===== config.mk =====
export PLATFORM = sky130hd
export DESIGN_NAME = trapezoidal_motion_profile_top
export DESIGN_NICKNAME = d
export VERILOG_FILES = /design/src/hdl/tmprof_pkg.sv /design/src/hdl/tmprof_arith.sv /design/src/hdl/tmprof_dp.sv /design/src/hdl/tmprof_ctrl.sv /design/src/hdl/trapezoidal_motion_profile_top.sv
export SDC_FILE = /design/constraint.sdc
export NUM_CORES = 2
export LEC_CHECK = 0
export ABC_AREA = 1
export CORE_AREA = 2 2 427 429
export CTS_CLUSTER_DIAMETER = 150
export DETAILED_ROUTE_END_ITERATION = 12
export DIE_AREA = 0 0 429 431
export DONT_BUFFER_PORTS = 1
export GPL_ROUTABILITY_DRIVEN = 1
export PLACE_DENSITY_LB_ADDON = 0.3
export RECOVER_POWER = 100
export REMOVE_ABC_BUFFERS = 1
export SYNTH_ARGS = -nofsm -noshare
export SYNTH_HDL_FRONTEND = slang
export SYNTH_SLANG_ARGS = --single-unit
export TNS_END_PERCENT = 30

===== constraint.sdc =====
create_clock -name clk -period 8.65 [get_ports clk]
set_input_delay 0.4325 -clock clk [delete_from_list [all_inputs] [get_ports clk]]
set_output_delay 0.4325 -clock clk [all_outputs]
set_load 0.01 [all_outputs]

===== src/hdl/tmprof_pkg.sv =====
// ----------------------------------------------------------------------------
// tmprof_pkg: shared types and constants for the trapezoidal motion profile
// Item formats, controller/datapath command and status, phase and step codes,
// and the fixed-point helpers used by the datapath.
// ----------------------------------------------------------------------------
`default_nettype none

package tmprof_pkg;

  localparam int POS_BITS = 24;   // encoder count width
  localparam int VAL_W    = 40;   // setpoint and profile value width
  localparam int MS_W     = 16;   // move and ramp time width
  localparam int TIME_W   = 18;   // elapsed time width
  localparam int WIN_W    = 10;   // near-goal window width
  localparam int OPB_W    = 18;   // width of the narrow arithmetic operand
  localparam int WIDE_W   = 64;   // working width of the arithmetic unit

  // Result phase codes
  localparam logic [2:0] PH_HOLD   = 3'd0;
  localparam logic [2:0] PH_NEAR   = 3'd1;
  localparam logic [2:0] PH_ACCEL  = 3'd2;
  localparam logic [2:0] PH_CRUISE = 3'd3;
  localparam logic [2:0] PH_DECEL  = 3'd4;
  localparam logic [2:0] PH_FINISH = 3'd5;

  // Datapath step codes
  localparam logic [2:0] SEL_PEAK  = 3'd0;
  localparam logic [2:0] SEL_ACCEL = 3'd1;
  localparam logic [2:0] SEL_REO   = 3'd2;
  localparam logic [2:0] SEL_CEO   = 3'd3;
  localparam logic [2:0] SEL_T1    = 3'd4;
  localparam logic [2:0] SEL_T2    = 3'd5;
  localparam logic [2:0] SEL_GOAL  = 3'd6;

  typedef struct packed {
    logic                       cmd;
    logic signed [POS_BITS-1:0] enc_count;
    logic signed [POS_BITS-1:0] goal_pos;
    logic [MS_W-1:0]            move_time;
    logic [MS_W-1:0]            ramp_time;
  } tmprof_in_t;

  typedef struct packed {
    logic signed [VAL_W-1:0] setpoint;
    logic                    following;
    logic [2:0]              phase;
  } tmprof_out_t;

  typedef struct packed {
    logic       cap_move;
    logic       cap_tick;
    logic       go;
    logic       ld_res;
    logic       ld_out;
    logic [2:0] sel;
  } tmprof_cmd_t;

  typedef struct packed {
    logic       active;
    logic [2:0] phase;
    logic       den_zero;
    logic       ramp_zero;
    logic       done;
    logic       out_free;
  } tmprof_sts_t;

  // Clamp a wide value to the signed setpoint range
  function automatic logic signed [VAL_W-1:0] sat_val(input logic signed [WIDE_W-1:0] v);
    logic [WIDE_W-VAL_W:0] top;
    logic signed [VAL_W-1:0] r;
    top = v[WIDE_W-1:VAL_W-1];
    if ((&top) || !(|top)) begin
      r = v[VAL_W-1:0];
    end else if (v[WIDE_W-1]) begin
      r = {1'b1, {(VAL_W-1){1'b0}}};
    end else begin
      r = {1'b0, {(VAL_W-1){1'b1}}};
    end
    return r;
  endfunction

  // Halve, truncating toward zero
  function automatic logic signed [WIDE_W-1:0] half_tz(input logic signed [WIDE_W-1:0] v);
    logic signed [WIDE_W-1:0] s;
    s = v + {{(WIDE_W-1){1'b0}}, v[WIDE_W-1]};
    return s >>> 1;
  endfunction

  // Sign-extend a profile value to the working width
  function automatic logic signed [WIDE_W-1:0] sx_val(input logic signed [VAL_W-1:0] v);
    return {{(WIDE_W-VAL_W){v[VAL_W-1]}}, v};
  endfunction

endpackage

`default_nettype wire


===== src/hdl/tmprof_arith.sv =====
// ----------------------------------------------------------------------------
// tmprof_arith: iterative multiply / divide unit
// Signed wide operand times unsigned narrow operand by shift-add, one bit per
// cycle, or signed division truncating toward zero by restoring division.
// ----------------------------------------------------------------------------
`default_nettype none

module tmprof_arith
  import tmprof_pkg::*;
#(
  parameter int DIV_W = 41
) (
  input  wire logic                     clk,
  input  wire logic                     rst_n,
  input  wire logic                     go,
  input  wire logic                     is_div,
  input  wire logic signed [WIDE_W-1:0] a,
  input  wire logic [OPB_W-1:0]         b,
  output logic                          done,
  output logic signed [WIDE_W-1:0]      res
);

  localparam int CNT_W = $clog2(DIV_W + 1);

  logic                     busy_r;
  logic                     div_r;
  logic                     neg_r;
  logic                     done_r;
  logic [CNT_W-1:0]         cnt_r;
  logic [WIDE_W-1:0]        a_r;
  logic [OPB_W-1:0]         b_r;
  logic [WIDE_W-1:0]        acc_r;

  logic [OPB_W:0]           rem_sh;
  logic                     fits;
  logic [OPB_W:0]           rem_new;
  logic [WIDE_W-1:0]        mag;
  logic [WIDE_W-1:0]        quo;

  // One restoring division step
  always_comb begin
    rem_sh  = {acc_r[OPB_W-1:0], a_r[DIV_W-1]};
    fits    = rem_sh >= {1'b0, b_r};
    rem_new = fits ? (rem_sh - {1'b0, b_r}) : rem_sh;
    mag     = a[WIDE_W-1] ? (~a + 1'b1) : a;
    quo     = {{(WIDE_W-DIV_W){1'b0}}, a_r[DIV_W-1:0]};
  end

  // Advance one bit per cycle
  always_ff @(posedge clk) begin
    if (!rst_n) begin
      busy_r <= 1'b0;
      done_r <= 1'b0;
      cnt_r  <= '0;
    end else begin
      done_r <= 1'b0;
      if (go) begin
        busy_r <= 1'b1;
        div_r  <= is_div;
        neg_r  <= a[WIDE_W-1];
        b_r    <= b;
        acc_r  <= '0;
        a_r    <= is_div ? mag : a;
        cnt_r  <= is_div ? CNT_W'(DIV_W) : CNT_W'(OPB_W);
      end else if (busy_r) begin
        if (div_r) begin
          acc_r <= {{(WIDE_W-OPB_W){1'b0}}, rem_new[OPB_W-1:0]};
          a_r   <= {a_r[WIDE_W-2:0], fits};
        end else begin
          if (b_r[0]) begin
            acc_r <= acc_r + a_r;
          end
          a_r <= {a_r[WIDE_W-2:0], 1'b0};
          b_r <= {1'b0, b_r[OPB_W-1:1]};
        end
        cnt_r <= cnt_r - 1'b1;
        if (cnt_r == CNT_W'(1)) begin
          busy_r <= 1'b0;
          done_r <= 1'b1;
        end
      end
    end
  end

  assign done = done_r;
  assign res  = div_r ? (neg_r ? -signed'(quo) : signed'(quo)) : signed'(acc_r);

endmodule

`default_nettype wire


===== src/hdl/tmprof_dp.sv =====
// ----------------------------------------------------------------------------
// tmprof_dp: profile datapath
// Holds the move state, evaluates ticks, drives the arithmetic unit and keeps
// the result register with its valid flag.
// ----------------------------------------------------------------------------
`default_nettype none

module tmprof_dp
  import tmprof_pkg::*;
#(
  parameter int FRAC_BITS = 16,
  parameter int DIV_W     = 41
) (
  input  wire logic              clk,
  input  wire logic              rst_n,
  input  wire tmprof_in_t        in_data,
  input  wire logic              cfg_we,
  input  wire logic [WIN_W-1:0]  cfg_data,
  input  wire tmprof_cmd_t       cmd,
  output tmprof_sts_t            st,
  output logic                   out_valid,
  input  wire logic              out_ready,
  output tmprof_out_t            out_data
);

  localparam logic [TIME_W-1:0] TIME_MAX = {TIME_W{1'b1}};

  logic [WIN_W-1:0]           win_r;
  logic signed [POS_BITS-1:0] last_r;
  logic signed [POS_BITS-1:0] start_r;
  logic signed [POS_BITS-1:0] target_r;
  logic [MS_W-1:0]            ramp_r;
  logic [MS_W-1:0]            cruise_r;
  logic signed [VAL_W-1:0]    peak_r;
  logic signed [VAL_W-1:0]    accel_r;
  logic signed [VAL_W-1:0]    reo_r;
  logic signed [VAL_W-1:0]    ceo_r;
  logic [TIME_W-1:0]          elapsed_r;
  logic                       active_r;
  logic signed [VAL_W-1:0]    held_r;
  logic [2:0]                 phase_r;
  logic signed [WIDE_W-1:0]   tmp_r;
  logic                       out_valid_r;
  tmprof_out_t                out_data_r;

  logic signed [POS_BITS:0]   diff;
  logic [POS_BITS:0]          adiff;
  logic                       near;
  logic                       act_tick;
  logic [TIME_W-1:0]          el_inc;
  logic [TIME_W:0]            t_ext;
  logic [TIME_W:0]            e1;
  logic [TIME_W:0]            e2;
  logic [TIME_W:0]            e3;
  logic [2:0]                 tick_phase;
  logic [MS_W:0]              two_rt;
  logic [MS_W-1:0]            cruise_mv;
  logic [MS_W:0]              den;
  logic signed [WIDE_W-1:0]   start_fx;
  logic signed [WIDE_W-1:0]   goal_fx;
  logic [TIME_W-1:0]          tb;
  logic signed [WIDE_W-1:0]   op_a;
  logic [OPB_W-1:0]           op_b;
  logic                       is_div;
  logic                       ar_done;
  logic signed [WIDE_W-1:0]   ar_res;
  logic signed [WIDE_W-1:0]   off;

  // Evaluate a tick item against the stored move
  always_comb begin
    diff     = {in_data.enc_count[POS_BITS-1], in_data.enc_count}
             - {target_r[POS_BITS-1], target_r};
    adiff    = diff[POS_BITS] ? (~diff + 1'b1) : diff;
    near     = adiff <= {{(POS_BITS+1-WIN_W){1'b0}}, win_r};
    act_tick = active_r && (in_data.enc_count != target_r);
    el_inc   = (elapsed_r == TIME_MAX) ? elapsed_r : elapsed_r + 1'b1;
    t_ext    = {1'b0, el_inc};
    e1       = {{(TIME_W+1-MS_W){1'b0}}, ramp_r};
    e2       = e1 + {{(TIME_W+1-MS_W){1'b0}}, cruise_r};
    e3       = e2 + e1;
    priority if (!act_tick) begin
      tick_phase = PH_HOLD;
    end else if (near) begin
      tick_phase = PH_NEAR;
    end else if (e1 >= t_ext) begin
      tick_phase = PH_ACCEL;
    end else if (e2 >= t_ext) begin
      tick_phase = PH_CRUISE;
    end else if (e3 >= t_ext) begin
      tick_phase = PH_DECEL;
    end else begin
      tick_phase = PH_FINISH;
    end
  end

  // Move setup terms
  always_comb begin
    two_rt    = {in_data.ramp_time, 1'b0};
    cruise_mv = ({1'b0, in_data.move_time} > two_rt)
              ? (in_data.move_time - two_rt[MS_W-1:0]) : '0;
    den       = {1'b0, ramp_r} + {1'b0, cruise_r};
    start_fx  = {{(WIDE_W-POS_BITS){start_r[POS_BITS-1]}}, start_r} <<< FRAC_BITS;
    goal_fx   = {{(WIDE_W-POS_BITS){target_r[POS_BITS-1]}}, target_r} <<< FRAC_BITS;
  end

  // Select arithmetic operands for the current step
  always_comb begin
    unique case (phase_r)
      PH_CRUISE: tb = elapsed_r - {{(TIME_W-MS_W){1'b0}}, ramp_r};
      PH_DECEL:  tb = elapsed_r - {{(TIME_W-MS_W){1'b0}}, ramp_r}
                    - {{(TIME_W-MS_W){1'b0}}, cruise_r};
      default:   tb = elapsed_r;
    endcase
    is_div = (cmd.sel == SEL_PEAK) || (cmd.sel == SEL_ACCEL);
    unique case (cmd.sel)
      SEL_PEAK: begin
        op_a = goal_fx - start_fx;
        op_b = {{(OPB_W-MS_W-1){1'b0}}, den};
      end
      SEL_ACCEL, SEL_REO: begin
        op_a = sx_val(peak_r);
        op_b = {{(OPB_W-MS_W){1'b0}}, ramp_r};
      end
      SEL_CEO: begin
        op_a = sx_val(peak_r);
        op_b = {{(OPB_W-MS_W){1'b0}}, cruise_r};
      end
      SEL_T1: begin
        op_a = sx_val(accel_r);
        op_b = tb;
      end
      SEL_T2: begin
        op_a = (phase_r == PH_CRUISE) ? sx_val(peak_r) : tmp_r;
        op_b = tb;
      end
      default: begin
        op_a = '0;
        op_b = '0;
      end
    endcase
    unique case (phase_r)
      PH_ACCEL:  off = half_tz(ar_res);
      PH_CRUISE: off = sx_val(reo_r) + ar_res;
      default:   off = sx_val(ceo_r) + ar_res;
    endcase
  end

  tmprof_arith #(
    .DIV_W (DIV_W)
  ) u_arith (
    .clk    (clk),
    .rst_n  (rst_n),
    .go     (cmd.go),
    .is_div (is_div),
    .a      (op_a),
    .b      (op_b),
    .done   (ar_done),
    .res    (ar_res)
  );

  // Update profile state
  always_ff @(posedge clk) begin
    if (!rst_n) begin
      win_r     <= WIN_W'(10);
      last_r    <= '0;
      start_r   <= '0;
      target_r  <= '0;
      ramp_r    <= '0;
      cruise_r  <= '0;
      peak_r    <= '0;
      accel_r   <= '0;
      reo_r     <= '0;
      ceo_r     <= '0;
      elapsed_r <= '0;
      active_r  <= 1'b0;
      held_r    <= '0;
      phase_r   <= PH_HOLD;
      tmp_r     <= '0;
    end else begin
      if (cfg_we) begin
        win_r <= cfg_data;
      end
      if (cmd.cap_move) begin
        target_r  <= in_data.goal_pos;
        start_r   <= last_r;
        ramp_r    <= in_data.ramp_time;
        cruise_r  <= cruise_mv;
        peak_r    <= '0;
        accel_r   <= '0;
        reo_r     <= '0;
        ceo_r     <= '0;
        elapsed_r <= '0;
        active_r  <= 1'b1;
        phase_r   <= PH_HOLD;
      end
      if (cmd.cap_tick) begin
        last_r   <= in_data.enc_count;
        active_r <= act_tick;
        phase_r  <= tick_phase;
        if (act_tick) begin
          elapsed_r <= el_inc;
        end
      end
      if (cmd.ld_res) begin
        unique case (cmd.sel)
          SEL_PEAK:  peak_r  <= sat_val(ar_res);
          SEL_ACCEL: accel_r <= ar_res[VAL_W-1:0];
          SEL_REO:   reo_r   <= sat_val(half_tz(ar_res));
          SEL_CEO:   ceo_r   <= sat_val(sx_val(reo_r) + ar_res);
          SEL_T1:    tmp_r   <= (phase_r == PH_ACCEL) ? ar_res
                              : sx_val(peak_r) - half_tz(ar_res);
          SEL_T2:    held_r  <= sat_val(start_fx + off);
          SEL_GOAL:  held_r  <= sat_val(goal_fx);
          default:   tmp_r   <= tmp_r;
        endcase
      end
    end
  end

  // Hold the result beat until taken
  always_ff @(posedge clk) begin
    if (!rst_n) begin
      out_valid_r <= 1'b0;
    end else if (cmd.ld_out) begin
      out_valid_r <= 1'b1;
    end else if (out_ready) begin
      out_valid_r <= 1'b0;
    end
  end

  always_ff @(posedge clk) begin
    if (cmd.ld_out) begin
      out_data_r.setpoint  <= held_r;
      out_data_r.following <= active_r;
      out_data_r.phase     <= phase_r;
    end
  end

  always_comb begin
    st.active    = active_r;
    st.phase     = phase_r;
    st.den_zero  = (den == '0);
    st.ramp_zero = (ramp_r == '0);
    st.done      = ar_done;
    st.out_free  = !out_valid_r || out_ready;
  end

  assign out_valid = out_valid_r;
  assign out_data  = out_data_r;

endmodule

`default_nettype wire


===== src/hdl/tmprof_ctrl.sv =====
// ----------------------------------------------------------------------------
// tmprof_ctrl: profile controller
// Accepts one item at a time, steps the datapath through the divisions and
// multiplications that a move or a tick needs, then issues the result beat.
// ----------------------------------------------------------------------------
`default_nettype none

module tmprof_ctrl
  import tmprof_pkg::*;
(
  input  wire logic        clk,
  input  wire logic        rst_n,
  input  wire logic        in_valid,
  input  wire logic        in_cmd,
  output logic             in_ready,
  input  wire tmprof_sts_t st,
  output tmprof_cmd_t      cmd
);

  localparam logic [2:0] S_IDLE  = 3'd0;
  localparam logic [2:0] S_MOVE  = 3'd1;
  localparam logic [2:0] S_TICK  = 3'd2;
  localparam logic [2:0] S_ISSUE = 3'd3;
  localparam logic [2:0] S_WAIT  = 3'd4;
  localparam logic [2:0] S_FIN   = 3'd5;

  logic [2:0] state_r;
  logic [2:0] state_nxt;
  logic [2:0] sel_r;
  logic [2:0] sel_nxt;

  // Sequence the steps of one item
  always_comb begin
    state_nxt = state_r;
    sel_nxt   = sel_r;
    cmd       = '0;
    cmd.sel   = sel_r;
    in_ready  = 1'b0;
    unique case (state_r)
      S_IDLE: begin
        in_ready = 1'b1;
        if (in_valid) begin
          cmd.cap_move = !in_cmd;
          cmd.cap_tick = in_cmd;
          state_nxt    = in_cmd ? S_TICK : S_MOVE;
        end
      end
      S_MOVE: begin
        if (st.den_zero) begin
          state_nxt = S_FIN;
        end else begin
          sel_nxt   = SEL_PEAK;
          state_nxt = S_ISSUE;
        end
      end
      S_TICK: begin
        priority if (!st.active) begin
          state_nxt = S_FIN;
        end else if ((st.phase == PH_NEAR) || (st.phase == PH_FINISH)) begin
          cmd.sel    = SEL_GOAL;
          cmd.ld_res = 1'b1;
          state_nxt  = S_FIN;
        end else if (st.phase == PH_CRUISE) begin
          sel_nxt   = SEL_T2;
          state_nxt = S_ISSUE;
        end else begin
          sel_nxt   = SEL_T1;
          state_nxt = S_ISSUE;
        end
      end
      S_ISSUE: begin
        cmd.go    = 1'b1;
        state_nxt = S_WAIT;
      end
      S_WAIT: begin
        if (st.done) begin
          cmd.ld_res = 1'b1;
          state_nxt  = S_ISSUE;
          unique case (sel_r)
            SEL_PEAK:  sel_nxt = st.ramp_zero ? SEL_REO : SEL_ACCEL;
            SEL_ACCEL: sel_nxt = SEL_REO;
            SEL_REO:   sel_nxt = SEL_CEO;
            SEL_T1:    sel_nxt = SEL_T2;
            default:   state_nxt = S_FIN;
          endcase
        end
      end
      S_FIN: begin
        if (st.out_free) begin
          cmd.ld_out = 1'b1;
          state_nxt  = S_IDLE;
        end
      end
      default: begin
        state_nxt = S_IDLE;
      end
    endcase
  end

  always_ff @(posedge clk) begin
    if (!rst_n) begin
      state_r <= S_IDLE;
      sel_r   <= SEL_PEAK;
    end else begin
      state_r <= state_nxt;
      sel_r   <= sel_nxt;
    end
  end

endmodule

`default_nettype wire


===== src/hdl/trapezoidal_motion_profile_top.sv =====
// A cruise tick makes one 18-step shift-add pass and a ramp tick two; other
// ticks need no arithmetic. A move with nonzero ramp plus cruise time runs a
// 41-step division for the peak, one for the acceleration if the ramp time
// is nonzero, and two 18-step multiplies. One item is in work at a time; the
// next is taken while the previous result waits in the output register.
// Reset (synchronous, rst_n low) clears all profile state; the window is 10.
// ----------------------------------------------------------------------------
// trapezoidal_motion_profile_top: trapezoidal position setpoint generator
// Move beats set up a trapezoidal profile; tick beats return the setpoint.
// ----------------------------------------------------------------------------
`default_nettype none

module trapezoidal_motion_profile_top
  import tmprof_pkg::*;
#(
  parameter int FRAC_BITS = 16
) (
  input  wire logic             clk,
  input  wire logic             rst_n,
  input  wire logic             in_valid,
  output logic                  in_ready,
  input  wire tmprof_in_t       in_data,
  output logic                  out_valid,
  input  wire logic             out_ready,
  output tmprof_out_t           out_data,
  input  wire logic             cfg_valid,
  output logic                  cfg_ready,
  input  wire logic [WIN_W-1:0] cfg_data
);

  localparam int DIV_W = (POS_BITS + FRAC_BITS + 1 > VAL_W)
                       ? (POS_BITS + FRAC_BITS + 1) : VAL_W;

  tmprof_cmd_t cmd;
  tmprof_sts_t st;

  assign cfg_ready = 1'b1;

  tmprof_ctrl u_ctrl (
    .clk      (clk),
    .rst_n    (rst_n),
    .in_valid (in_valid),
    .in_cmd   (in_data.cmd),
    .in_ready (in_ready),
    .st       (st),
    .cmd      (cmd)
  );

  tmprof_dp #(
    .FRAC_BITS (FRAC_BITS),
    .DIV_W     (DIV_W)
  ) u_dp (
    .clk       (clk),
    .rst_n     (rst_n),
    .in_data   (in_data),
    .cfg_we    (cfg_valid && cfg_ready),
    .cfg_data  (cfg_data),
    .cmd       (cmd),
    .st        (st),
    .out_valid (out_valid),
    .out_ready (out_ready),
    .out_data  (out_data)
  );

`ifndef SYNTHESIS
  a_one_in_work: assert property (@(posedge clk) disable iff (!rst_n)
    (in_valid && in_ready) |=> !in_ready)
    else $error("second beat taken while an item is in work");

  a_load_free: assert property (@(posedge clk) disable iff (!rst_n)
    cmd.ld_out |-> (!out_valid || out_ready))
    else $error("result register overwritten before it was taken");

  a_idle_phase: assert property (@(posedge clk) disable iff (!rst_n)
    (out_valid && !out_data.following) |-> (out_data.phase == PH_HOLD))
    else $error("profile phase reported while not following");
`endif

endmodule

`default_nettype wire

==> impl_metrics.ini <==
[route]
wl_per_cell_um = 23.0
detail-route-antenna-nets = 0
num_vias = 69300
via_per_inst = 5.59
firstDrtPassIters = 7
routed_wl_um = 285000
first_iter_violations = 7363
drc = 0

[global_route]
grt_overflow_total = 0
grt_pass1_vias = 64400
grt_usage = 0.296
grt_antenna_before_repair = 11
grt_max_degree = 168
grt_pass1_wl_um = 413000

[critical_path]
cp.required_ns = 9.30
crit_path_start = u_dp.u_arith.a_r[26]
critPathArrivalTime_ns = 8.78
r2r-end = u_dp.held_r[13]
start_kind = flop
r2r_slack_ns = 0.52
slowest_stage = edfxtp_1
r2r_start = u_dp.u_arith.a_r[26]
max_stage_delay_ns = 0.50
critical_path_class = reg -> reg
worstSetupEndpoint = u_dp.held_r[13]
cp_max_fo = 11
rr_worst_depth = 37
critPathCaptureType = flop

[floorplanning]
initial_core_util = 0.348
io_pins = 143
core_area_um2 = 180000
die_y_um = 431
die_area_um2 = 185000
die_w_um = 429
fp-row-count = 156

[yosys]
syn_inst = 9936
yosysWarnings = 0
async_flop_share = 0
synth_edf_count = 192
yosysSeqAreaShare = 0.225
ys_ff_latch = 607
synth_area_leaders = nand2_1 (14%), dfxtp_1 (13%), ha_1 (10%)
synth_cell_types = 73
avgSynthCellArea_um2 = 6.31
synth_flop_cell = dfxtp_1
synth_area_um2 = 62700
netlist.area_leader.share = 0.138
synth_area_leader_cell = nand2_1

[cts]
cts_tree = built
clk_latency_ns = 0.76
clkTransAtPathRegs_ns = 0.06
root_buffer = clkbuf_16
numClockSinks = 607
cts_max_level = 3
cts_setup_buffers = 0
cts_inserted_buffers = 80
cts_buffer_depth = 3

[pwr]
powerDensity_nw_per_um2 = 223
power_leakage_nw = 32.1
peakVddDrop_mv = 0.165
p_total_mw = 15.5

[placed_design]
gp_routability_congestion = 1.01
post-place-cells = 12200
portBuffers = 0
hpwl_um = 227000

[sta]
rsz0062_at_grt = no
relSlewSlack = -3.48
setup_viol = 0
fin_crit_sh = 0.940
setup-tns-final_ns = 0
finalClockSkew_ns = 0.0545
fin_crit_ns = 8.13
timing.final.hold_violations = 0
max_freq_ghz = 0.123
tightest_slew_ns = 6.72
slew_violations = 692

[final_layout]
seq_area_um2 = 14100
nFillCells = 19500
layout.cells.non_filler = 12400
drive_above_1_share = 0.0629
multi_input_area_um2 = 42300
areaGrowthSynthToFinish_pct = 10.7
fin_nets = 10600

[run_status]
violations = capacitance limit, slew limit
outcome = finished with violations

[worst_hold_path]
hp-class = in -> reg

[job]
drv_cap = 12
==> placed cells by master (no fill, tap or decap), types with 52 or more instances in the layout <==
cell type / netlist / final
xor2_1: 253 / 253
edfxtp_1: 192 / 192
clkbuf_16: 0 / 82
nand4_1: 103 / 103
nor3_1: 93 / 92
o21ai_0: 744 / 745
xnor2_1: 103 / 103
nand2_2: 74 / 71
ha_1: 525 / 522
buf_4: 11 / 141
dfxtp_1: 415 / 415
a221oi_1: 59 / 56
a21oi_1: 1245 / 1243
a31oi_1: 97 / 96
o211ai_1: 77 / 77
or2_2: 79 / 79
dlygate4sd3_1: 0 / 77
a21o_1: 52 / 52
nor2_1: 901 / 895
inv_1: 1304 / 1301
nand2_1: 2297 / 2298
nand3_1: 476 / 475
==> repair_timing <==
action	CTS	global route
hold buffers	79	0
setup endpoints to repair	0	39
resized for setup	0	31
hold endpoints to repair	197	0
==> worst min path at each step <==
stage	to	depth (start not counted)	startpoint	slack, ns
6_report	u_dp.target_r[5]	2	in_data[37]	0.05
5_1_grt	u_dp.target_r[5]	2	in_data[37]	0.03
4_1_cts	u_dp.active_r	2	rst_n	0.002
3_5_place_dp	u_dp.out_data[9]	0	u_dp.held_r[5]	0.41
3_3_place_gp	u_dp.out_data[32]	0	u_dp.held_r[28]	0.42
2_1_floorplan	u_dp.out_data[20]	0	u_dp.held_r[16]	0.40
==> critical path, delay by kind of cell, from the launching register on <==
family / cells / cell delay [ns]
adder cells (fa/ha/maj): 2 / 0.89
flip-flops: 1 / 0.50
AO/OA/AOI/OAI: 5 / 0.74
XOR/XNOR: 2 / 0.39
buffers and inverters: 5 / 0.98
AND/OR/NAND/NOR: 23 / 4.48
==> report_power, final <==
part / switching (mW) / internal, mW / leakage (nW)
combinational: 5.91 / 2.48 / 25.6
sequential: 0.250 / 3.19 / 5.11
clock: 1.54 / 2.12 / 1.38
==> routing by layer <==
| layer | track usage | wire length [um] |
|---|---|---|
| met3 | 0.0443 | 23000 |
| met1 | 0.413 | 128000 |
| met4 | 0.119 | 12400 |
| met2 | 0.455 | 122000 |
| met5 | 0 | 0 |
==> synthesized netlist by cell type, drive strengths merged (81+ instances only) <==
library cell,count
nand3,499
a21oi,1246
xor2,253
clkbuf,225
or2,81
inv,1345
a31oi,97
nand2,2386
nor2,956
nor3,102
edfxtp,192
xnor2,103
nand4,105
o21ai,794
ha,525
dfxtp,415
==> per-stage QoR <==
stage | util | hold WS, ns | setup slack, ns | cell area (um2)
2_1_floorplan | - | 0.403 | -2.24 | 61400
4_1_cts | 0.385 | 0.00220 | 0.124 | 69400
3_3_place_gp | 0.365 | 0.420 | 0.230 | 65700
5_1_grt | 0.385 | 0.0347 | 0.00485 | 69400
6_report | 0.385 | 0.0507 | 0.517 | 69400
3_5_place_dp | 0.365 | 0.414 | 0.172 | 65700
==> cell type report <==
cell class | instances | share of cell area
antenna | 7 | 0.000253
clock buffer | 115 | 0.0344
clock inverter | 31 | 0.00619
inverter | 1356 | 0.0735
multi-input combinational | 7670 | 0.611
sequential | 607 | 0.203
tap | 2370 | 0.0428
timing repair buffer | 248 | 0.0293
==> registers in the layout, summed over array words and instances (netlist names), 6 cells and up <==
signal              count
u_dp.u_arith.b_r       18
u_dp.peak_r            40
u_dp.last_r            24
u_dp.u_arith.a_r       64
u_dp.ceo_r             40
u_dp.reo_r             40
u_dp.win_r             10
u_dp.cruise_r          16
u_dp.target_r          24
u_dp.out_data          44
u_dp.ramp_r            16
u_dp.u_arith.acc_r     64
u_dp.u_arith.cnt_r      6
u_dp.accel_r           40
u_dp.start_r           24
u_dp.elapsed_r         18
u_dp.held_r            40
u_dp.tmp_r             64
==> cells by family after synthesis <==
logic type                 count (synthesis)  share of synthesized area
and+or+nand+nor                         4223                      0.289
AOI/OAI and AO/OA                       2552                      0.226
DFF                                      607                      0.225
adders and majority gates                538                      0.109
buffers and inverters                   1659                      0.102
xor gates and xnor gates                 356                     0.0498
other                                      1                  0.0000599
(Power assumes the default switching activity.)
